===== config.mk =====
export PLATFORM = sky130hd
export DESIGN_NAME = wss_ctrl
export DESIGN_NICKNAME = d
export VERILOG_FILES = /design/src/sv/wss_pkg.sv /design/src/sv/wss_ctrl.sv
export SDC_FILE = /design/constraint.sdc
export NUM_CORES = 1
export LEC_CHECK = 0
export BUFFER_PORTS_ARGS = -buffer_cell sky130_fd_sc_hd__buf_2
export CAP_MARGIN = 20
export CORE_ASPECT_RATIO = 1.75
export CORE_MARGIN = 4
export CORE_UTILIZATION = 55
export DETAILED_ROUTE_END_ITERATION = 10
export PLACE_DENSITY_LB_ADDON = 0.05
export REMOVE_ABC_BUFFERS = 1
export SYNTH_ARGS = -nofsm -noshare
export SYNTH_HDL_FRONTEND = slang
export SYNTH_SLANG_ARGS = --single-unit
export TNS_END_PERCENT = 5

===== constraint.sdc =====
create_clock -name clk_i -period 2.9 [get_ports clk_i]
set_input_delay 0.725 -clock clk_i [delete_from_list [all_inputs] [get_ports clk_i]]
set_output_delay 0.725 -clock clk_i [all_outputs]
set_load 0.01 [all_outputs]

===== src/sv/wss_pkg.sv =====
// Shared constants, codes and controller/datapath interface types for weighted_spatial_spread.
package wss_pkg;

  localparam int CFG_W      = 13;
  localparam int CFG_IDX_W  = 2;
  localparam int WEIGHT_W   = 16;
  localparam int SPREAD_W   = 32;
  localparam int CDIST_W    = 16;
  localparam int MAX_DIM_DEF = 4096;

  localparam int SUM_W_W    = 40;
  localparam int SUM_X_W    = 52;
  localparam int SUM_XX_W   = 64;
  localparam int SUM_D_W    = 56;

  // Per-pixel offset divider and final wide arithmetic.
  localparam int OFS_W      = 16;
  localparam int PDIV_W     = CFG_W + 1 + 15;
  localparam int ROOT_W     = 16;
  localparam int SQ_W       = 32;
  localparam int WIDE_W     = 128;
  localparam int MPLIER_W   = 64;
  localparam int CNT_W      = 6;

  localparam logic [CFG_W-1:0] WIDTH_RST  = CFG_W'(640);
  localparam logic [CFG_W-1:0] HEIGHT_RST = CFG_W'(480);

  typedef enum logic [CFG_IDX_W-1:0] {
    REG_WIDTH  = 2'd0,
    REG_HEIGHT = 2'd1
  } reg_idx_e;

  // Products formed one after another for the variance numerator and denominator.
  typedef enum logic [2:0] {
    PROD_S_XX = 3'd0,
    PROD_S_YY = 3'd1,
    PROD_X_X  = 3'd2,
    PROD_Y_Y  = 3'd3,
    PROD_S_S  = 3'd4
  } prod_e;

  typedef struct packed {
    logic        accept;
    logic        pdiv_step;
    logic        psq;
    logic        sqrt_step;
    logic [3:0]  sqrt_bit;
    logic        pacc;
    logic        mul_step;
    prod_e       step_prod;
    logic        mul_load;
    prod_e       load_prod;
    logic        fin_shift;
    logic        sat_chk;
    logic        qdiv_step;
    logic        cinit;
    logic        out_load;
  } cmd_t;

  typedef struct packed {
    logic last_px;
    logic sum_zero;
    logic out_valid;
  } status_t;

endpackage


===== src/sv/wss_ctrl.sv =====
// Sequencing state machine for weighted_spatial_spread.
module wss_ctrl import wss_pkg::*; (
  input  logic    clk_i,
  input  logic    rst_ni,
  input  logic    in_valid_i,
  input  logic    out_stall_i,
  input  status_t st_i,
  output logic    in_stall_o,
  output cmd_t    cmd_o
);

  typedef enum logic [12:0] {
    S_IDLE  = 13'b0000000000001,
    S_PDIV  = 13'b0000000000010,
    S_PSQ   = 13'b0000000000100,
    S_PSQRT = 13'b0000000001000,
    S_PACC  = 13'b0000000010000,
    S_FCHK  = 13'b0000000100000,
    S_MUL   = 13'b0000001000000,
    S_SHIFT = 13'b0000010000000,
    S_SAT   = 13'b0000100000000,
    S_QDIV  = 13'b0001000000000,
    S_CINIT = 13'b0010000000000,
    S_CDIV  = 13'b0100000000000,
    S_OUT   = 13'b1000000000000
  } state_e;

  state_e            state_q, state_d;
  logic [CNT_W-1:0]  cnt_q, cnt_d;
  prod_e             prod_q, prod_d;

  always_comb begin
    state_d    = state_q;
    cnt_d      = cnt_q;
    prod_d     = prod_q;
    cmd_o      = '0;
    in_stall_o = 1'b1;
    unique case (state_q)
      S_IDLE: begin
        in_stall_o = 1'b0;
        if (in_valid_i) begin
          cmd_o.accept = 1'b1;
          cnt_d        = CNT_W'(15);
          state_d      = S_PDIV;
        end
      end
      S_PDIV: begin
        cmd_o.pdiv_step = 1'b1;
        if (cnt_q == '0) begin
          state_d = S_PSQ;
        end else begin
          cnt_d = cnt_q - 1'b1;
        end
      end
      S_PSQ: begin
        cmd_o.psq = 1'b1;
        cnt_d     = CNT_W'(15);
        state_d   = S_PSQRT;
      end
      S_PSQRT: begin
        cmd_o.sqrt_step = 1'b1;
        cmd_o.sqrt_bit  = cnt_q[3:0];
        if (cnt_q == '0) begin
          state_d = S_PACC;
        end else begin
          cnt_d = cnt_q - 1'b1;
        end
      end
      S_PACC: begin
        cmd_o.pacc = 1'b1;
        state_d    = st_i.last_px ? S_FCHK : S_IDLE;
      end
      S_FCHK: begin
        if (st_i.sum_zero) begin
          state_d = S_OUT;
        end else begin
          cmd_o.mul_load  = 1'b1;
          cmd_o.load_prod = PROD_S_XX;
          prod_d          = PROD_S_XX;
          cnt_d           = CNT_W'(63);
          state_d         = S_MUL;
        end
      end
      S_MUL: begin
        cmd_o.mul_step  = 1'b1;
        cmd_o.step_prod = prod_q;
        if (cnt_q == '0) begin
          if (prod_q == PROD_S_S) begin
            state_d = S_SHIFT;
          end else begin
            prod_d          = prod_e'(prod_q + 3'd1);
            cmd_o.mul_load  = 1'b1;
            cmd_o.load_prod = prod_e'(prod_q + 3'd1);
            cnt_d           = CNT_W'(63);
          end
        end else begin
          cnt_d = cnt_q - 1'b1;
        end
      end
      S_SHIFT: begin
        cmd_o.fin_shift = 1'b1;
        state_d         = S_SAT;
      end
      S_SAT: begin
        cmd_o.sat_chk = 1'b1;
        cnt_d         = CNT_W'(31);
        state_d       = S_QDIV;
      end
      S_QDIV: begin
        cmd_o.qdiv_step = 1'b1;
        if (cnt_q == '0) begin
          state_d = S_CINIT;
        end else begin
          cnt_d = cnt_q - 1'b1;
        end
      end
      S_CINIT: begin
        cmd_o.cinit = 1'b1;
        cnt_d       = CNT_W'(15);
        state_d     = S_CDIV;
      end
      S_CDIV: begin
        cmd_o.qdiv_step = 1'b1;
        if (cnt_q == '0) begin
          state_d = S_OUT;
        end else begin
          cnt_d = cnt_q - 1'b1;
        end
      end
      S_OUT: begin
        if (!st_i.out_valid || !out_stall_i) begin
          cmd_o.out_load = 1'b1;
          state_d        = S_IDLE;
        end
      end
      default: begin
        state_d = S_IDLE;
      end
    endcase
  end

  always_ff @(posedge clk_i or negedge rst_ni) begin
    if (!rst_ni) begin
      state_q <= S_IDLE;
      cnt_q   <= '0;
      prod_q  <= PROD_S_XX;
    end else begin
      state_q <= state_d;
      cnt_q   <= cnt_d;
      prod_q  <= prod_d;
    end
  end

  // A result is never written over one that is still waiting to be taken.
  a_no_overwrite: assert property (@(posedge clk_i) disable iff (!rst_ni)
    cmd_o.out_load |-> !(st_i.out_valid && out_stall_i))
    else $error("result register overwritten while stalled");

  // A frame end with weight goes through the product sweep.
  a_frame_end: assert property (@(posedge clk_i) disable iff (!rst_ni)
    (state_q == S_FCHK && !st_i.sum_zero) |=> (state_q == S_MUL && cnt_q == CNT_W'(63)))
    else $error("product sweep not started at frame end");

  // Items are only taken while the sequencer is idle.
  a_busy_stall: assert property (@(posedge clk_i) disable iff (!rst_ni)
    (state_q != S_IDLE) |-> in_stall_o)
    else $error("input open while busy");

endmodule


==> results.md <==
- Post-synth EDFFs: 0
- Initial antenna violation count: 0
- Top cell type's share of synthesized area: 32.3%
- Die Ht: 80.0 um
- Synth Area in Simple Gates: 32.9%
- HPWL after detailed placement: 3110 um
- Total number of yosys warnings: 0
- Slowest library cell on the worst path: or4_4
- Crit path cell chain: or4_4 > nor2_4 > nand2_1 > or3_4 > nor3b_2 > buf_2
- Fraction of layout cells with a size suffix above 1: 33.9%
- Crit-path max FO: 3
- Fmax achieved: 350 MHz
- Detailed Route WL: 4160 um
- CP peak stage delay: 580 ps
- Top_reg_cell synth: dfrtp_1
- Largest net degree at the start of global routing: 23
- Initial core utilization: 58.5%
- Placed cell area: 1820 um2
- Placed insts: 248
- Worst Setup SP: state_q[1]$_DFFE_PN0P_
- FFs w/ async S/R, synth: 100%
- Hold crit path type: in2async
- Via count: 1558
- Avg Cell Area, Syn: 8.53 um2
- Final std cells w/o fill: 257
- Yosys reg bits: 22
- Unique masters post-synth: 51
- I/O Pins: 30
- Area of the die: 3930 um2
- Reg power frac: 30.7%
- Final Hold Fails: 0
- Power density over the cells: 647 nW/um2
- Synthesized area: 1630 um2
- Arrival time at the worst endpoint: 2130 ps
- Peak supply drop: 0.529 mV
- Max Slew Vio Count: 0
- Compound-Gate Fraction of Synth Area: 17.1%
- Max-Slew Margin vs Limit: 61.6%
- Vias in the first global route: 1507
- Vias per std cell: 6.06
- CTS tree: built
- R2R Path Start: cnt_q[0]$_DFFE_PN0P_
- Portion of netlist area occupied by mux cells: 2.46%
- Layout area overhead: 22.4%
- Hold_buf cts: 0
- Ranking of synthesized cells by area: dfrtp_1, nor2_1, nand2_1, inv_1, o21ai_0
- Outcome: completed
- Clock skew: 6.40 ps
- Antenna cells: 0
- Post-synthesis adder-cell area fraction: 2.30%
- Main combinational cell family by area after synthesis: simple AND/OR/NAND/NOR gates
- Seq/Total Area, Yosys: 33.9%
- Worst slew pin tran: 575 ps
- Avg WL per Cell: 16.2 um
- Xor and xnor area share after synthesis: 3.23%
- Crit. End Element: primary output
- Core area: 2780 um2
- H-tree levels: 1
- Root buffer cell: clkbuf_8
- Net Sw Power: 545 uW
- Design Area, Final: 1990 um2
- Crit start category: flop
- Die outline width: 49.1 um
- Combinational share of power: 53.6%
- Setup slack, reg-to-reg: 290 ps
- Leakage: 0.00102 uW
- Layout Nets: 241
- Clk pwr share: 15.7%
- Internal power: 746 uW
- Fin crit period: 2860 ps
- Final period utilization: 98.5%
- Post-Synthesis Cells: 191
- Drt first-iter violations: 49
- # Max-Cap Violations: 0
- Pre-Repair DR Iteration Count: 4
- Critical Path RT: 2170 ps
- GPL Wtd Cong: 0.883
- CTS buffer count: 3
- Hold slack: 415 ps
- First-pass GRT wire length: 6840 um
- Final ANT Viol Nets: 0
- Final Util: 71.6%
- FP Rows: 25
- Clk sinks: 22
- Largest area contributor in the netlist: dfrtp_1
- RSZ-0062 raised after global routing: true
- Buffers on Ports: 29
- Worst Path Class, Setup: reg2out
- Clock transition at path regs: 80 ps
- Worst-Skew Late Latency: 270 ps
- Residual DRC count: 0
- Final setup violation count: 0
- Sw Share: 42.2%
- Clk buf depth: 2
- GR Overflow Total: 0
- Total Routing Usage GR: 22.2%
## final cells by class
type	count	area, um2
fillers	220	790
flip-flops and latches	22	552
inverters	15	56.3
clock buffers	4	45.0
multi-input cells	143	1030
well taps	27	33.8
repair buffers	46	273
## metal layers
metal  part of all wire [%]  up-vias  global-route usage (%)
met2                     56       44                    43.1
met4                    1.6        0                    7.12
met5                      0        -                       0
met1                     39      749                    24.5
met3                    3.0        6                    1.87
li1                       -      759                       -
## worst max-delay path: cells and delay by family, from the launching register on
| kind | cells | cell delay (ps) |
|---|---|---|
| buffers and inverters | 1 | 160 |
| flip-flops | 1 | 380 |
| AND/OR/NAND/NOR | 5 | 1330 |
## stage by stage
stage | total power, uW | worst slack (ps) | setup TNS, ps
floorplan | 842 | 207 | 0
detailed placement | 1010 | 163 | 0
global placement | 990 | 212 | 0
finish | 1290 | 44.3 | 0
global route | 1370 | -65.0 | -92.2
CTS | 1220 | -21.9 | -39.2
## power groups by stage
| stage | Sequential (uW) | Combinational (uW) | Clock [uW] |
|---|---|---|---|
| floorplan | 401 | 441 | 0 |
| global placement | 391 | 599 | 0 |
| detailed placement | 392 | 615 | 0 |
| CTS | 389 | 625 | 204 |
| global route | 404 | 749 | 219 |
| finish | 397 | 692 | 202 |
## cell usage in the layout, fill, tap and decap left out, types with 2 or more instances in the layout
cell type  netlist  layout
a31oi_1          2       2
nor4_4           1       4
buf_2            6      29
xnor2_1          4       4
nand3_1          9       7
nand2b_1         3       3
clkbuf_8         0       3
o22ai_1          4       4
nand4_1          5       5
a21o_1           6       6
dfrtp_1         21      21
mux2_4           2       2
nor4b_2          2       2
nand2_1         15      14
ha_1             3       2
nor4b_1          2       2
or4_4            2       2
o21ai_0         10      10
nor3_1           9       8
and2_1           2       2
or3b_4           1       2
nor2_1          25      23
a21oi_1          4       4
buf_4            1      17
or3_1            3       2
inv_1           14      14
xor2_1           2       2
nor4_1           5       4
a21oi_2          2       2
## synth_stat cells, types with 5 or more instances
cell type / count
nand2_1: 15
nor2_1: 25
a21o_1: 6
buf_2: 6
nand3_1: 9
inv_1: 14
nor4_1: 5
dfrtp_1: 21
nand4_1: 5
nor3_1: 9
o21ai_0: 10
## logic make-up (layout without fill, tap and decap cells)
| group | Yosys count | after routing |
|---|---|---|
| compound gates | 38 | 38 |
| mux | 3 | 3 |
| fa+ha+maj | 3 | 3 |
| simple gates | 93 | 93 |
| xor+xnor | 6 | 6 |
| buf+inv | 26 | 65 |
| flops | 22 | 22 |
## path summary, 6_finish.rpt
check                      depth (start not counted)                       to
hold reg to reg                                    1    prod_q[0]$_DFFE_PN0P_
setup / recovery                                   6                 cmd_o[3]
min in group clk_i                                 1    prod_q[0]$_DFFE_PN0P_
max in group asynchronous                          1   state_q[0]$_DFFE_PN1P_
setup reg to reg                                   9     cnt_q[1]$_DFFE_PN0P_
hold / removal                                     1  state_q[10]$_DFFE_PN0P_
## flip-flops by register name, indices dropped and copies added, names as in the netlist
register	flops
prod_q	3
cnt_q	6
state_q	13
## what timing repair did
action	CTS	global route
resized for setup	5	12
endpoints found under the setup margin	10	11
setup buffers	0	5
pin swaps	0	3
Power figures use the tool's default switching activity.
